## src/rtl/core/tpp_pkg.sv

```systemverilog
package tpp_pkg;

    // Conversion modes, as written to the mode register.
    localparam logic [2:0] MODE_NONE      = 3'd0;
    localparam logic [2:0] MODE_ALPHA_EXP = 3'd1;
    localparam logic [2:0] MODE_NORMAL    = 3'd2;
    localparam logic [2:0] MODE_SWAP_RA   = 3'd3;
    localparam logic [2:0] MODE_YCOCG     = 3'd4;
    localparam logic [2:0] MODE_SWAP_LA   = 3'd5;
    localparam logic [2:0] MODE_SWAP_RG   = 3'd6;

    // Register indexes on the configuration port.
    localparam logic REG_MODE = 1'b0;
    localparam logic REG_XSEL = 1'b1;

    // Radius squared of the unit sphere in 8-bit units (255 * 255).
    localparam logic [16:0] RAD_SQ = 17'd65025;

    // Number of root cells: one root bit per cell.
    localparam int ROOT_CELLS = 8;

    // Stages: prep, reduce, root cells, pack.
    localparam int NUM_STAGES = ROOT_CELLS + 3;

    // Word carried down the pipeline; fields fill in as it goes.
    typedef struct packed {
        logic [2:0]  mode;
        logic [7:0]  b0;
        logic [7:0]  b1;
        logic [7:0]  b2;
        logic [7:0]  b3;
        logic [7:0]  nx;
        logic [15:0] sq_u;
        logic [15:0] sq_v;
        logic [15:0] prod0;
        logic [15:0] prod1;
        logic [15:0] prod2;
        logic [7:0]  q0;
        logic [7:0]  q1;
        logic [7:0]  q2;
        logic        dpos;
        logic [15:0] rad;
        logic [9:0]  rem;
        logic [7:0]  root;
    } t_word;

    // Divide a product of two bytes by 255, truncated.
    function automatic logic [7:0] div255(input logic [15:0] p);
        logic [7:0] est;
        logic [8:0] r;
        est = p[15:8];
        r   = {1'b0, p[7:0]} + {1'b0, est};
        return (r >= 9'd255) ? est + 8'd1 : est;
    endfunction

    // Clip a signed sum to the byte range.
    function automatic logic [7:0] clip_u8(input logic signed [10:0] v);
        logic [7:0] res;
        if (v < 0) begin
            res = 8'd0;
        end else if (v > 11'sd255) begin
            res = 8'd255;
        end else begin
            res = v[7:0];
        end
        return res;
    endfunction

endpackage

```

## src/rtl/core/texture_pixel_postprocessor.sv

```systemverilog
// Channel   Handshake                  Payload
// input     i_in_valid / o_in_stall    i_byte0 .. i_byte3
// output    o_out_valid / i_out_stall  o_out0 .. o_out3
// config    APB write/read             mode at 0x0, x_from_alpha at 0x4
//
// One word is taken per cycle while o_in_stall is low.
// Each result passes through the multiply and reduce stages, the eight root
// cells, one root bit each, and the output stage.
// Reset (synchronous, active low) empties the pipeline and loads the
// registers with mode 0 and x_from_alpha 1.
// A stall at the output holds the pipeline only once the stages ahead of
// it are full; bubbles close up while it waits.
module texture_pixel_postprocessor
    import tpp_pkg::*;
(
    input  logic        i_clk,
    input  logic        i_rst_n,
    input  logic        i_in_valid,
    output logic        o_in_stall,
    input  logic [7:0]  i_byte0,
    input  logic [7:0]  i_byte1,
    input  logic [7:0]  i_byte2,
    input  logic [7:0]  i_byte3,
    output logic        o_out_valid,
    input  logic        i_out_stall,
    output logic [7:0]  o_out0,
    output logic [7:0]  o_out1,
    output logic [7:0]  o_out2,
    output logic [7:0]  o_out3,
    input  logic        psel,
    input  logic        penable,
    input  logic        pwrite,
    input  logic [2:0]  paddr,
    input  logic [31:0] pwdata,
    output logic [31:0] prdata,
    output logic        pready
);

    logic [2:0]            r_mode;
    logic                  r_xsel;
    logic [NUM_STAGES-1:0] vld;
    logic [NUM_STAGES:0]   en;
    t_word                 stage_word [NUM_STAGES-1];

    // Configuration registers; the index is the word address bit.
    assign pready = 1'b1;

    always_ff @(posedge i_clk) begin
        if (!i_rst_n) begin
            r_mode <= MODE_NONE;
            r_xsel <= 1'b1;
        end else if (psel && penable && pwrite) begin
            case (paddr[2])
                REG_MODE: r_mode <= pwdata[2:0];
                REG_XSEL: r_xsel <= pwdata[0];
                default:  r_mode <= r_mode;
            endcase
        end
    end

    always_comb begin
        case (paddr[2])
            REG_MODE: prdata = {29'd0, r_mode};
            REG_XSEL: prdata = {31'd0, r_xsel};
            default:  prdata = 32'd0;
        endcase
    end

    // A stage moves when it is empty or the stage after it moves.
    assign en[NUM_STAGES] = !i_out_stall;

    for (genvar k = 0; k < NUM_STAGES; k++) begin : g_en
        assign en[k] = !vld[k] || en[k+1];
    end

    assign o_in_stall = !en[0];

    // Squares and products.
    tpp_prep u_prep (
        .i_clk   (i_clk),
        .i_rst_n (i_rst_n),
        .i_en    (en[0]),
        .i_valid (i_in_valid),
        .i_mode  (r_mode),
        .i_xsel  (r_xsel),
        .i_b0    (i_byte0),
        .i_b1    (i_byte1),
        .i_b2    (i_byte2),
        .i_b3    (i_byte3),
        .o_valid (vld[0]),
        .o_word  (stage_word[0])
    );

    // Radicand and divisions by 255.
    tpp_reduce u_reduce (
        .i_clk   (i_clk),
        .i_rst_n (i_rst_n),
        .i_en    (en[1]),
        .i_valid (vld[0]),
        .i_word  (stage_word[0]),
        .o_valid (vld[1]),
        .o_word  (stage_word[1])
    );

    // Chain of root cells, most significant root bit first.
    for (genvar c = 0; c < ROOT_CELLS; c++) begin : g_cell
        tpp_root_cell u_cell (
            .i_clk   (i_clk),
            .i_rst_n (i_rst_n),
            .i_en    (en[c+2]),
            .i_valid (vld[c+1]),
            .i_word  (stage_word[c+1]),
            .o_valid (vld[c+2]),
            .o_word  (stage_word[c+2])
        );
    end

    // Output selection and output register.
    tpp_pack u_pack (
        .i_clk   (i_clk),
        .i_rst_n (i_rst_n),
        .i_en    (en[NUM_STAGES-1]),
        .i_valid (vld[NUM_STAGES-2]),
        .i_word  (stage_word[NUM_STAGES-2]),
        .o_valid (vld[NUM_STAGES-1]),
        .o_out0  (o_out0),
        .o_out1  (o_out1),
        .o_out2  (o_out2),
        .o_out3  (o_out3)
    );

    assign o_out_valid = vld[NUM_STAGES-1];

`ifndef NO_ASSERTIONS
    // The input is held off only when every stage holds a word.
    a_stall_full: assert property (@(posedge i_clk) disable iff (!i_rst_n)
        o_in_stall |-> (&vld))
        else $error("input stalled with an empty stage");

    // A full pipeline facing a stalled output must hold off the input.
    a_full_holds: assert property (@(posedge i_clk) disable iff (!i_rst_n)
        ((&vld) && i_out_stall) |-> o_in_stall)
        else $error("input taken while the pipeline is blocked");

    // An accepted word lands in the first stage.
    a_accept_lands: assert property (@(posedge i_clk) disable iff (!i_rst_n)
        (i_in_valid && !o_in_stall) |=> vld[0])
        else $error("accepted word lost at the first stage");
`endif

endmodule

```

## src/rtl/core/tpp_prep.sv

```systemverilog
module tpp_prep
    import tpp_pkg::*;
(
    input  logic       i_clk,
    input  logic       i_rst_n,
    input  logic       i_en,
    input  logic       i_valid,
    input  logic [2:0] i_mode,
    input  logic       i_xsel,
    input  logic [7:0] i_b0,
    input  logic [7:0] i_b1,
    input  logic [7:0] i_b2,
    input  logic [7:0] i_b3,
    output logic       o_valid,
    output t_word      o_word
);

    logic       r_valid;
    t_word      r_word;
    t_word      n_word;
    logic [7:0] xv;
    logic [7:0] abs_u;
    logic [7:0] abs_v;

    // |2x-255| is always odd, so it is built from the low seven bits.
    always_comb begin
        xv    = i_xsel ? i_b3 : i_b0;
        abs_u = xv[7] ? {xv[6:0], 1'b1} : {~xv[6:0], 1'b1};
        abs_v = i_b1[7] ? {i_b1[6:0], 1'b1} : {~i_b1[6:0], 1'b1};
    end

    // Squares for the normal map and products for the alpha exponent.
    always_comb begin
        n_word       = '0;
        n_word.mode  = i_mode;
        n_word.b0    = i_b0;
        n_word.b1    = i_b1;
        n_word.b2    = i_b2;
        n_word.b3    = i_b3;
        n_word.nx    = xv;
        n_word.sq_u  = {8'd0, abs_u} * {8'd0, abs_u};
        n_word.sq_v  = {8'd0, abs_v} * {8'd0, abs_v};
        n_word.prod0 = {8'd0, i_b0} * {8'd0, i_b3};
        n_word.prod1 = {8'd0, i_b1} * {8'd0, i_b3};
        n_word.prod2 = {8'd0, i_b2} * {8'd0, i_b3};
    end

    always_ff @(posedge i_clk) begin
        if (!i_rst_n) begin
            r_valid <= 1'b0;
        end else if (i_en) begin
            r_valid <= i_valid;
        end
    end

    always_ff @(posedge i_clk) begin
        if (i_en) begin
            r_word <= n_word;
        end
    end

    assign o_valid = r_valid;
    assign o_word  = r_word;

endmodule

```

## src/rtl/core/tpp_reduce.sv

```systemverilog
module tpp_reduce
    import tpp_pkg::*;
(
    input  logic  i_clk,
    input  logic  i_rst_n,
    input  logic  i_en,
    input  logic  i_valid,
    input  t_word i_word,
    output logic  o_valid,
    output t_word o_word
);

    logic        r_valid;
    t_word       r_word;
    t_word       n_word;
    logic [16:0] sum_sq;
    logic [16:0] diff;

    // Radicand of the Z term, and the three divisions by 255.
    always_comb begin
        sum_sq       = {1'b0, i_word.sq_u} + {1'b0, i_word.sq_v};
        diff         = RAD_SQ - sum_sq;
        n_word       = i_word;
        n_word.dpos  = (sum_sq < RAD_SQ);
        n_word.rad   = n_word.dpos ? diff[15:0] : 16'd0;
        n_word.rem   = '0;
        n_word.root  = '0;
        n_word.q0    = div255(i_word.prod0);
        n_word.q1    = div255(i_word.prod1);
        n_word.q2    = div255(i_word.prod2);
    end

    always_ff @(posedge i_clk) begin
        if (!i_rst_n) begin
            r_valid <= 1'b0;
        end else if (i_en) begin
            r_valid <= i_valid;
        end
    end

    always_ff @(posedge i_clk) begin
        if (i_en) begin
            r_word <= n_word;
        end
    end

    assign o_valid = r_valid;
    assign o_word  = r_word;

endmodule

```

## src/rtl/core/tpp_root_cell.sv

```systemverilog
module tpp_root_cell
    import tpp_pkg::*;
(
    input  logic  i_clk,
    input  logic  i_rst_n,
    input  logic  i_en,
    input  logic  i_valid,
    input  t_word i_word,
    output logic  o_valid,
    output t_word o_word
);

    logic        r_valid;
    t_word       r_word;
    t_word       n_word;
    logic [11:0] acc;
    logic [11:0] trial;

    // One root bit: bring down the next two radicand bits and try 4q+1.
    always_comb begin
        acc    = {i_word.rem, i_word.rad[15:14]};
        trial  = {2'b00, i_word.root, 2'b01};
        n_word = i_word;
        n_word.rad = {i_word.rad[13:0], 2'b00};
        if (acc >= trial) begin
            n_word.rem  = 10'(acc - trial);
            n_word.root = {i_word.root[6:0], 1'b1};
        end else begin
            n_word.rem  = acc[9:0];
            n_word.root = {i_word.root[6:0], 1'b0};
        end
    end

    always_ff @(posedge i_clk) begin
        if (!i_rst_n) begin
            r_valid <= 1'b0;
        end else if (i_en) begin
            r_valid <= i_valid;
        end
    end

    always_ff @(posedge i_clk) begin
        if (i_en) begin
            r_word <= n_word;
        end
    end

    assign o_valid = r_valid;
    assign o_word  = r_word;

endmodule

```

## src/rtl/core/tpp_pack.sv

```systemverilog
module tpp_pack
    import tpp_pkg::*;
(
    input  logic       i_clk,
    input  logic       i_rst_n,
    input  logic       i_en,
    input  logic       i_valid,
    input  t_word      i_word,
    output logic       o_valid,
    output logic [7:0] o_out0,
    output logic [7:0] o_out1,
    output logic [7:0] o_out2,
    output logic [7:0] o_out3
);

    logic              r_valid;
    logic [7:0]        r_out0;
    logic [7:0]        r_out1;
    logic [7:0]        r_out2;
    logic [7:0]        r_out3;
    logic [7:0]        n_out0;
    logic [7:0]        n_out1;
    logic [7:0]        n_out2;
    logic [7:0]        n_out3;
    logic [8:0]        z_sum;
    logic [7:0]        z;
    logic signed [10:0] ys;
    logic signed [10:0] cgs;
    logic signed [10:0] cos;

    // Z of the normal map, 127 when the point lies outside the sphere.
    always_comb begin
        z_sum = 9'd255 + {1'b0, i_word.root};
        z     = i_word.dpos ? z_sum[8:1] : 8'd127;
        ys    = signed'({3'b000, i_word.b3});
        cgs   = signed'({3'b000, i_word.b1}) - 11'sd128;
        cos   = signed'({3'b000, i_word.b2}) - 11'sd128;
    end

    // Select the output bytes for the word's mode.
    always_comb begin
        n_out0 = i_word.b0;
        n_out1 = i_word.b1;
        n_out2 = i_word.b2;
        n_out3 = i_word.b3;
        case (i_word.mode)
            MODE_ALPHA_EXP: begin
                n_out0 = i_word.q0;
                n_out1 = i_word.q1;
                n_out2 = i_word.q2;
                n_out3 = 8'd255;
            end
            MODE_NORMAL: begin
                n_out0 = i_word.nx;
                n_out2 = z;
                n_out3 = 8'd255;
            end
            MODE_SWAP_RA: begin
                n_out0 = i_word.b3;
                n_out3 = i_word.b0;
            end
            MODE_YCOCG: begin
                n_out0 = clip_u8(ys + cos - cgs);
                n_out1 = clip_u8(ys + cgs);
                n_out2 = clip_u8(ys - cos - cgs);
                n_out3 = i_word.b0;
            end
            MODE_SWAP_LA: begin
                n_out0 = i_word.b1;
                n_out1 = i_word.b0;
                n_out2 = i_word.b3;
                n_out3 = i_word.b2;
            end
            MODE_SWAP_RG: begin
                n_out0 = i_word.b1;
                n_out1 = i_word.b0;
            end
            default: begin
                n_out0 = i_word.b0;
            end
        endcase
    end

    always_ff @(posedge i_clk) begin
        if (!i_rst_n) begin
            r_valid <= 1'b0;
        end else if (i_en) begin
            r_valid <= i_valid;
        end
    end

    always_ff @(posedge i_clk) begin
        if (i_en) begin
            r_out0 <= n_out0;
            r_out1 <= n_out1;
            r_out2 <= n_out2;
            r_out3 <= n_out3;
        end
    end

    assign o_valid = r_valid;
    assign o_out0  = r_out0;
    assign o_out1  = r_out1;
    assign o_out2  = r_out2;
    assign o_out3  = r_out3;

endmodule

```

## config.mk

```make
export PLATFORM = sky130hd
export DESIGN_NAME = texture_pixel_postprocessor
export DESIGN_NICKNAME = d
export VERILOG_FILES = /design/src/rtl/core/tpp_pkg.sv /design/src/rtl/core/texture_pixel_postprocessor.sv /design/src/rtl/core/tpp_prep.sv /design/src/rtl/core/tpp_reduce.sv /design/src/rtl/core/tpp_root_cell.sv /design/src/rtl/core/tpp_pack.sv
export SDC_FILE = /design/constraint.sdc
export NUM_CORES = 1
export LEC_CHECK = 0
export ABC_CLOCK_PERIOD_IN_PS = 7400
export BUFFER_PORTS_ARGS = -buffer_cell sky130_fd_sc_hd__buf_2
export CORE_UTILIZATION = 55
export DETAILED_ROUTE_END_ITERATION = 7
export PLACE_DENSITY = 0.72
export SLEW_MARGIN = 10
export SYNTH_ARGS = -nofsm -noshare
export SYNTH_HDL_FRONTEND = slang
export SYNTH_SLANG_ARGS = --single-unit
```

## constraint.sdc

```tcl
create_clock -name i_clk -period 7.4 [get_ports i_clk]
set_input_delay 0.37 -clock i_clk [delete_from_list [all_inputs] [get_ports i_clk]]
set_output_delay 0.37 -clock i_clk [all_outputs]
set_load 0.05 [all_outputs]
```

==> impl_metrics.ini, run 1 <==
[power_and_ir_drop]
p_int_uw = 12800
p_comb_share_pct = 32.0
pwr-share-seq_pct = 44.6
power_frac_clock_pct = 23.4
switching_power_uw = 5970
ir_worst_vdd_mv = 0.269
p_per_area_nw_per_um2 = 374
switching_share_pct = 31.9
p_leak_uw = 0.0208
power.total_uw = 18700

[worst_setup_path]
r2r-start = r_xsel
cp-startpoint = r_xsel
required_ns = 7.79
start_kind = flop
end_kind = flop
crit_type = flop to flop
rr_endpoint = u_prep.o_word[137]
reg2reg_slack_ns = 1.19
ff2ff_path_depth = 14
crit_end = u_prep.o_word[137]
cp.arrival_ns = 6.59
crit_fanout = 10

[place]
dp_hpwl_um = 59500
io_buffer_count = 79
gp_congestion = 0.914
placed_cells = 4340
pre_cts_ws_ns = 1.18

[worst_hold_path]
holdPathStages = 3
hp-class = primary input to flop

[clock_network]
clockBufferDepth = 3
cts_tree = done
htreeDepth = 3
ctsHoldBuffers = 2
cts-resized-gates = 0
root_buffer = clkbuf_16
postCtsSetupBuffers = 0
clk_latency_ns = 0.63
cts_inserted_buffers = 91
clock-sinks = 940
clk_pin_slew_ns = 0.06

[grt]
grt_overflow = 0
grt_pass1_wl_um = 135000
grt_antenna_before_repair = 4
grt_use_total_pct = 20.4
grt_max_degree = 84
grt_pass1_vias = 25700

[sta]
hold_viol_final = 0
finalSetupTns_ns = 0
slew_viol_final = 0
fmax_ghz = 0.161
min_period_over_period_pct = 83.9
fin_ws_ns = 1.19
tightest_slew_ns = 1.18
setup_violations = 0
period_needed_ns = 6.21
slew_headroom_pct = 21.6
clock_skew_ns = 0.0258
rsz0062_at_grt = false

[synth]
yosys_warnings = 0
synth_compound_area_share_pct = 6.36
ys.flop_type = edfxtp_1
syn_area_um2 = 45600
yosys.area_share.simple_pct = 8.02
synth_top_family_by_area = adder cells
synthXorXnorAreaFrac_pct = 3.40
yosys-top-cells-area = edfxtp_1 61%, ha_1 8.0%, fa_1 7.9%
yosysTopAreaCell = edfxtp_1
yosys-mux-area-fraction_pct = 0.768
synth_edf_count = 925
yosysSeqAreaShare_pct = 61.6
synth_fa_ha_area_share_pct = 15.9
avgSynthCellArea_um2 = 14.1
ys_seq_elements = 940
synth.top_cell.area_share_pct = 60.9
syn_inst = 3234
synthArstFlopShare_pct = 0
ys_types = 96

[cells_and_area]
area_growth_pct = 9.75
final_cells = 4509
fillers = 6089
seq_area_um2 = 28100
final_nets = 3909
drive_gt1_share_pct = 8.23
multi_input_area_um2 = 15900

[drt]
wl_um = 84000
drc = 0
drt_first_pass_iters = 5
vias = 24500
routedWlPerCell_um = 18.6
drtAntennaViolNets = 0
drt-initial-drc-count = 1285
vias_per_cell = 5.43

[floorplanning]
dieArea_um2 = 84100
start_util_pct = 55.6
rows = 105
ios = 141
die_h_um = 290
die_w_um = 290
coreArea_um2 = 82100

[outcome]
status = finished clean

[flow_run]
cap_violations = 0
Yosys cell counts (13+ instances only):
cell type and instances:
a21o_1 29, a21oi_1 120, and2_1 115, buf_4 30, clkbuf_1 48, dfxtp_1 15, edfxtp_1 925, fa_1 180
ha_1 290, inv_1 358, mux2_2 13, mux2i_1 17, nand2_1 170, nand2b_1 26, nand3_1 31, nor2_1 178
nor2b_1 32, nor3_1 63, nor4_1 23, o211ai_1 17, o21a_1 42, o21ai_0 85, o22ai_1 22, xnor2_1 116
xor2_1 59
metrics by stage:
step	util [%]	area (µm²)	hold slack, ns
after floorplan	-	45700	0.400
after global placement	57.5	47200	0.400
after detailed placement	57.5	47200	0.405
after CTS	61.0	50100	0.00366
after global routing	61.0	50100	0.0296
final	61.0	50100	0.0458
worst min-delay path by stage:
stage / start / endpoint / slack (ns)
detailed placement: u_reduce.o_word[142] / g_cell[0].u_cell.o_word[142] / 0.40
CTS: pwdata[2] / r_mode[2] / 0.004
global route: pwdata[1] / r_mode[1] / 0.03
global placement: g_cell[5].u_cell.o_word[58] / g_cell[6].u_cell.o_word[58] / 0.40
finish: pwdata[2] / r_mode[2] / 0.05
floorplan: u_reduce.o_word[139] / g_cell[0].u_cell.o_word[139] / 0.40
layout by cell type, fill, tap and decap left out, types with 79 or more instances in the layout:
cell type,n
a21oi_1,120
and2_1,115
buf_2,79
clkbuf_16,94
edfxtp_1,925
fa_1,180
ha_1,290
inv_1,353
nand2_1,167
nor2_1,178
o21ai_0,85
xnor2_1,116
sequential cells by signal, indices dropped and copies added, names as in the netlist:
name                   count
g_cell.u_cell.o_valid      8
g_cell.u_cell.o_word     692
r_mode                     3
r_xsel                     1
u_pack.o_out0              8
u_pack.o_out1              8
u_pack.o_out2              8
u_pack.o_out3              8
u_pack.o_valid             1
u_prep.o_valid             1
u_prep.o_word            118
u_reduce.o_valid           1
u_reduce.o_word           83
layer usage:
layer	routed length (µm)	vias up	part of all wire (%)	GRT usage, %
met5	23	-	0.027	0
li1	-	11700	-	-
met3	3240	131	3.9	2.74
met2	43200	542	51	36.5
met1	35100	12100	42	25.0
met4	2490	4	3.0	7.72
power by group through the flow:
stage / combinational (µW) / sequential (µW) / clock, µW
after CTS: 6040 / 8380 / 4510
after detailed placement: 5960 / 8450 / 0
after global routing: 6730 / 8490 / 4700
after floorplan: 4570 / 8200 / 0
final: 5990 / 8360 / 4390
after global placement: 5760 / 8390 / 0
final cells by class:
| cell class | count | area share, % |
|---|---|---|
| sequential | 940 | 56.1 |
| inverter | 359 | 2.70 |
| antenna | 2 | 0.0100 |
| timing repair buffer | 100 | 1.11 |
| clock inverter | 56 | 0.890 |
| multi-input combinational | 1873 | 31.7 |
| tap | 1070 | 2.67 |
| clock buffer | 109 | 4.81 |
logic make-up after synthesis:
family | Yosys count
muxes | 32
DFF | 940
buffers and inverters | 450
and+or+nand+nor | 724
xor gates and xnor gates | 176
AOI/OAI and AO/OA | 438
other | 2
adders and majority gates | 472
critical path, stage by stage (launching register included):
cell     delay [ns]
dfxtp_1        0.75
mux2i_4        0.53
xor2_1         0.69
nor2_1         0.20
fa_1           0.55
fa_1           0.55
inv_1          0.06
fa_1           0.53
inv_1          0.05
fa_1           0.47
ha_1           0.26
o41ai_1        0.58
o21ai_0        0.24
o41a_1         0.36
xor2_1         0.15
Note: power is estimated with default switching activity, not from simulation.
==> run 2: changes to the inputs <==
--- a/config.mk
+++ b/config.mk
@@ -5,11 +5,12 @@
 export SDC_FILE = /design/constraint.sdc
 export NUM_CORES = 1
 export LEC_CHECK = 0
-export ABC_CLOCK_PERIOD_IN_PS = 7400
+export ABC_AREA = 1
+export ABC_CLOCK_PERIOD_IN_PS = 5000
 export BUFFER_PORTS_ARGS = -buffer_cell sky130_fd_sc_hd__buf_2
 export CORE_UTILIZATION = 55
 export DETAILED_ROUTE_END_ITERATION = 7
-export PLACE_DENSITY = 0.72
+export PLACE_DENSITY = 0.75
 export SLEW_MARGIN = 10
 export SYNTH_ARGS = -nofsm -noshare
 export SYNTH_HDL_FRONTEND = slang
==> constraint.sdc (replaced) <==
create_clock -name i_clk -period 5 [get_ports i_clk]
set_input_delay 0.25 -clock i_clk [delete_from_list [all_inputs] [get_ports i_clk]]
set_output_delay 0.25 -clock i_clk [all_outputs]
set_load 0.05 [all_outputs]
==> impl_metrics.ini, run 2 <==
[drt]
routedWlPerCell_um = 16.4
vias = 26400
drt_first_pass_iters = 6
wl_um = 83300
vias_per_cell = 5.18
drc = 0
drt-initial-drc-count = 1554
drtAntennaViolNets = 0

[floorplanning]
die_h_um = 293
start_util_pct = 55.6
die_w_um = 293
rows = 106
coreArea_um2 = 83600
ios = 141
dieArea_um2 = 85600

[place]
io_buffer_count = 79
gp_congestion = 0.953
placed_cells = 4893
dp_hpwl_um = 57300

[cells_and_area]
drive_gt1_share_pct = 10.3
multi_input_area_um2 = 15800
fillers = 6215
seq_area_um2 = 28100
final_cells = 5090
final_cell_mix = 925 x edfxtp_1, 704 x nand2_1, 592 x inv_1
area_growth_pct = 11.2
final_nets = 4478
layout_commonest_cell = edfxtp_1
largest_reg_flops = 692
utilization_pct = 61.8

[grt]
grt_pass1_wl_um = 134000
grt_pass1_vias = 26100
grt_max_degree = 90
grt_use_total_pct = 19.7
grt_overflow = 0
grt_antenna_before_repair = 1

[synth]
yosys_warnings = 0
ys_types = 64
yosysTopAreaCell = edfxtp_1
synth_edf_count = 925
synth_commonest_cells = 925 x edfxtp_1, 705 x nand2_1, 597 x inv_1, 290 x ha_1, 180 x fa_1
ys_seq_elements = 940
syn_area_um2 = 46500
synthArstFlopShare_pct = 0
avgSynthCellArea_um2 = 12.4
ys.flop_type = edfxtp_1
syn_inst = 3744
yosysSeqAreaShare_pct = 60.4
yosys-top-cells-area = edfxtp_1 60%, ha_1 7.8%, fa_1 7.8%
synthMostInstantiatedCell = edfxtp_1
synth.top_cell.area_share_pct = 59.8

[worst_setup_path]
crit_fanout = 6
start_kind = flop
cp.arrival_ns = 5.17
cp-startpoint = r_xsel
rr_endpoint = u_prep.o_word[136]
crit_chain = buf_12 -> mux2_2 -> xnor2_2 -> inv_1 -> nor2_2 -> fa_2 -> fa_1 -> inv_1 -> fa_1 -> fa_1 -> inv_1 -> ha_1 -> nand2_1 -> o21ai_2 -> a21oi_2 -> o21ai_0 -> a21oi_1 -> xor2_1
end_kind = flop
crit_type = flop to flop
r2r-start = r_xsel
max_stage_delay_ns = 0.55
ff2ff_path_depth = 18
required_ns = 5.37
cpMaxStageDelayCell = fa_1
crit_end = u_prep.o_word[136]
reg2reg_slack_ns = 0.19

[sta]
period_needed_ns = 4.81
min_period_over_period_pct = 96.1
clock_skew_ns = 0.0208
fmax_ghz = 0.208
slew_viol_final = 0
hold_viol_final = 0
slew_headroom_pct = 23.2
setup_violations = 0
tightest_slew_ns = 1.15

[flow_run]
cap_violations = 0

[power_and_ir_drop]
ir_worst_vdd_mv = 0.452
p_per_area_nw_per_um2 = 557
p_leak_uw = 0.0232

[clock_network]
htreeDepth = 3
clock-sinks = 940
root_buffer = clkbuf_16
clk_pin_slew_ns = 0.06
cts_inserted_buffers = 89
clockBufferDepth = 3
clk_latency_ns = 0.63
cts_tree = done

[outcome]
status = finished clean

[worst_hold_path]
hp-class = primary input to flop
## run 2: worst min-delay path by stage
stage	startpoint	end	slack (ns)	cells after the start
floorplan	i_byte3[0]	u_prep.o_word[147]	0.35	0
global placement	u_reduce.o_word[31]	g_cell[0].u_cell.o_word[33]	0.40	0
detailed placement	u_reduce.o_word[156]	g_cell[0].u_cell.o_word[156]	0.40	0
CTS	i_byte1[6]	u_prep.o_word[169]	0.004	1
global route	i_byte1[6]	u_prep.o_word[169]	0.003	1
finish	i_byte1[6]	u_prep.o_word[169]	0.04	1
## run 2: routing by layer
metal  vias up  track usage [%]  part of all wire [%]
met5         -                0                     0
met3       177             2.97                   4.7
met4         0             7.57                   3.5
met2       699             33.9                    49
met1     12600             25.4                    42
li1      12900                -                     -
## run 2: layout make-up
cell class              count  share of cell area, %
multi-input cells        2127                   30.6
flip-flops and latches    940                   54.4
repair buffers            163                   2.17
well taps                1080                   2.62
diodes                      1                0.00485
clock buffers             106                   4.74
inverters                 613                   4.47
clock inverters            60                   1.05
## run 2: cell families after synthesis
group	share of synthesized area (%)
and+or+nand+nor	10.4
DFF	60.4
buffers and inverters	6.08
adders and majority gates	15.6
AOI/OAI and AO/OA	4.20
xor gates and xnor gates	3.12
muxes	0.194
other	0.0162
## run 2: timing repair
item / in CTS / in global routing
endpoints found under the setup margin: 1 / 6
hold buffers: 29 / 0
setup buffers: 0 / 1
pin swaps: 0 / 2
resized for setup: 1 / 20
endpoints found under the hold margin: 25 / 0
## run 2: worst max-delay path, delay by kind of cell, from the launching register on
family / cells / cell delay (ns)
AO/OA/AOI/OAI: 4 / 0.49
XOR/XNOR: 2 / 0.30
adder cells (fa/ha/maj): 5 / 2.42
buffers and inverters: 4 / 0.33
flip-flops: 1 / 0.37
multiplexers: 1 / 0.37
AND/OR/NAND/NOR: 2 / 0.26
## run 2: power by group
part	internal [µW]	switching, µW
registers	11600	958
clock network	3840	2870
logic	3820	5720
total	19200	9550
## run 2: through the flow
step	hold WS (ns)	setup slack (ns)	total power, µW	instance area (µm²)	setup TNS, ns
after floorplan	0.349	-0.513	19700	46600	-44.36
after global placement	0.400	0.106	21600	48300	0
after global routing	0.00307	-0.000369	30700	51600	-0.000369
final	0.0411	0.195	28800	51600	0
after detailed placement	0.405	0.0122	21900	48300	0
after CTS	0.00383	0.0252	28800	51600	0
==> run 3: changes to the inputs <==
--- a/config.mk
+++ b/config.mk
@@ -5,12 +5,11 @@
 export SDC_FILE = /design/constraint.sdc
 export NUM_CORES = 1
 export LEC_CHECK = 0
-export ABC_AREA = 1
 export ABC_CLOCK_PERIOD_IN_PS = 5000
 export BUFFER_PORTS_ARGS = -buffer_cell sky130_fd_sc_hd__buf_2
 export CORE_UTILIZATION = 55
 export DETAILED_ROUTE_END_ITERATION = 7
-export PLACE_DENSITY = 0.75
+export PLACE_DENSITY = 0.85
 export SLEW_MARGIN = 10
 export SYNTH_ARGS = -nofsm -noshare
 export SYNTH_HDL_FRONTEND = slang
==> impl_metrics.ini, run 3 (same netlist as run 1, synthesis figures left out) <==
[sta]
hold_viol_final = 0
setup_violations = 0
hold_ws_ns = 0.0593
min_period_over_period_pct = 97.4
clock_skew_ns = 0.0262
period_needed_ns = 4.87
rsz0062_at_grt = true
tightest_slew_ns = 1.16
fmax_ghz = 0.205
slew_headroom_pct = 22.3
slew_viol_final = 0

[worst_setup_path]
reg2reg_slack_ns = 0.13
crit_type = flop to flop
cp.arrival_ns = 5.26
max_stage_delay_ns = 0.52
ff2ff_path_depth = 20
end_kind = flop
r2r-start = r_xsel
start_kind = flop
crit_fanout = 7
required_ns = 5.39
crit_chain = buf_8 -> mux2i_2 -> buf_4 -> xor2_4 -> buf_6 -> fa_2 -> fa_1 -> inv_1 -> ha_1 -> inv_1 -> fa_1 -> inv_1 -> ha_4 -> a21o_1 -> a21oi_2 -> nor2b_1 -> nor4_2 -> o31ai_2 -> o41ai_2 -> xnor2_1
rr_endpoint = u_prep.o_word[138]
cpMaxStageDelayCell = fa_1
path_common_cell = inv_1

[power_and_ir_drop]
p_leak_uw = 0.0214
p_per_area_nw_per_um2 = 566
ir_worst_vdd_mv = 0.508
power.total_uw = 29100

[cells_and_area]
final_cell_mix = 925 x edfxtp_1, 350 x inv_1, 285 x ha_1
largest_reg_flops = 692
layout_commonest_cell = edfxtp_1
utilization_pct = 62.6
area_growth_pct = 12.7
final_cells = 4604
drive_gt1_share_pct = 11.4
final_nets = 3999

[grt]
grt_use_total_pct = 22.7
grt_pass1_wl_um = 149000
grt_overflow = 0
grt_antenna_before_repair = 5
grt_pass1_vias = 26900
grt_max_degree = 77

[drt]
drt-initial-drc-count = 2390
drc = 0
vias = 26200
drt_first_pass_iters = 6
routedWlPerCell_um = 20.7
wl_um = 95500
vias_per_cell = 5.69
drtAntennaViolNets = 0

[clock_network]
clock-sinks = 940
clk_pin_slew_ns = 0.07
clockBufferDepth = 3
htreeDepth = 3
cts_tree = done
cts_inserted_buffers = 89
root_buffer = clkbuf_16
clk_latency_ns = 0.64

[place]
dp_hpwl_um = 61200
io_buffer_count = 79
gp_congestion = 0.956
placed_cells = 4404

[worst_hold_path]
hold_end = u_prep.o_word[152]
holdPathStages = 2
hp-class = primary input to flop
min-delay-start = i_byte3[5]

[floorplanning]
ios = 141
rows = 105
coreArea_um2 = 82100
start_util_pct = 55.6
die_w_um = 290
die_h_um = 290
dieArea_um2 = 84100

[flow_run]
cap_violations = 0

[outcome]
status = finished clean
-- run 3: changes by cell type in the layout (fill, tap and decap cells not counted), moves of 22 or more --
cell      change
and2_1      +111
buf_4        +30
inv_1       -242
nand2_1     -538
nand2b_1     +26
nand3_1      -84
nand4_1      -36
nor2b_1      +32
nor3_1       +42
o21a_1       +39
o22ai_1      +22
xnor2_1      +62
xor2_1       -47
-- run 3: worst max-delay path: cells and delay by family, from the launching register on --
kind                       cells  cell delay [ns]
adders and majority gates      5             1.93
AOI/OAI and AO/OA              4             0.83
buffers and inverters          6             0.64
and+or+nand+nor                2             0.40
DFF                            1             0.38
muxes                          1             0.25
xor gates and xnor gates       2             0.19
-- run 3: where the power goes --
group	switching [µW]	total, µW	internal, µW
Clock	3010	7060	4060
Sequential	1090	12500	11400
Combinational	5320	9520	4200
-- run 3: how the worst max path moves through the flow --
stage,slack (ns),from,endpoint,cells past startpoint
floorplan,-0.05,r_xsel,u_prep.o_word[138],20
global placement,0.03,r_xsel,u_prep.o_word[138],16
detailed placement,-0.09,r_xsel,u_prep.o_word[137],19
CTS,0.003,r_xsel,u_prep.o_word[137],16
global route,-0.09,r_xsel,u_prep.o_word[138],20
finish,0.13,r_xsel,u_prep.o_word[138],20
-- run 3: cell type report --
cell class | count | area [µm²]
Inverter | 359 | 1350
Clock buffer | 103 | 2320
Tap cell | 1070 | 1340
Clock inverter | 61 | 738
Timing Repair Buffer | 192 | 1360
Fill cell | 5552 | 30700
Multi-Input combinational cell | 1873 | 16200
Antenna cell | 6 | 15.0
Sequential cell | 940 | 28100
-- run 3: what timing repair did --
action | in CTS | in global routing
pin swaps | 1 | 8
setup buffers | 0 | 4
hold buffers | 26 | 0
resized for setup | 7 | 16
setup endpoints to repair | 2 | 7
endpoints found under the hold margin | 29 | 0
-- run 3: stage by stage --
stage | setup WS, ns | TNS, ns | instance area, µm²
final | 0.130 | 0 | 51400
after global routing | -0.0939 | -0.127 | 51400
after CTS | 0.00307 | 0 | 51300
after detailed placement | -0.0941 | -0.178 | 47900
after global placement | 0.0307 | 0 | 47900
after floorplan | -0.0505 | -0.0505 | 45900
-- run 3: layer usage --
layer  GRT usage (%)  vias up  part of all wire [%]
met5               0        -                     0
met4            10.8        0                   4.6
met3            3.94      278                   6.5
met2            39.6     1153                    51
met1            27.4    12800                    38
li1                -    11900                     -
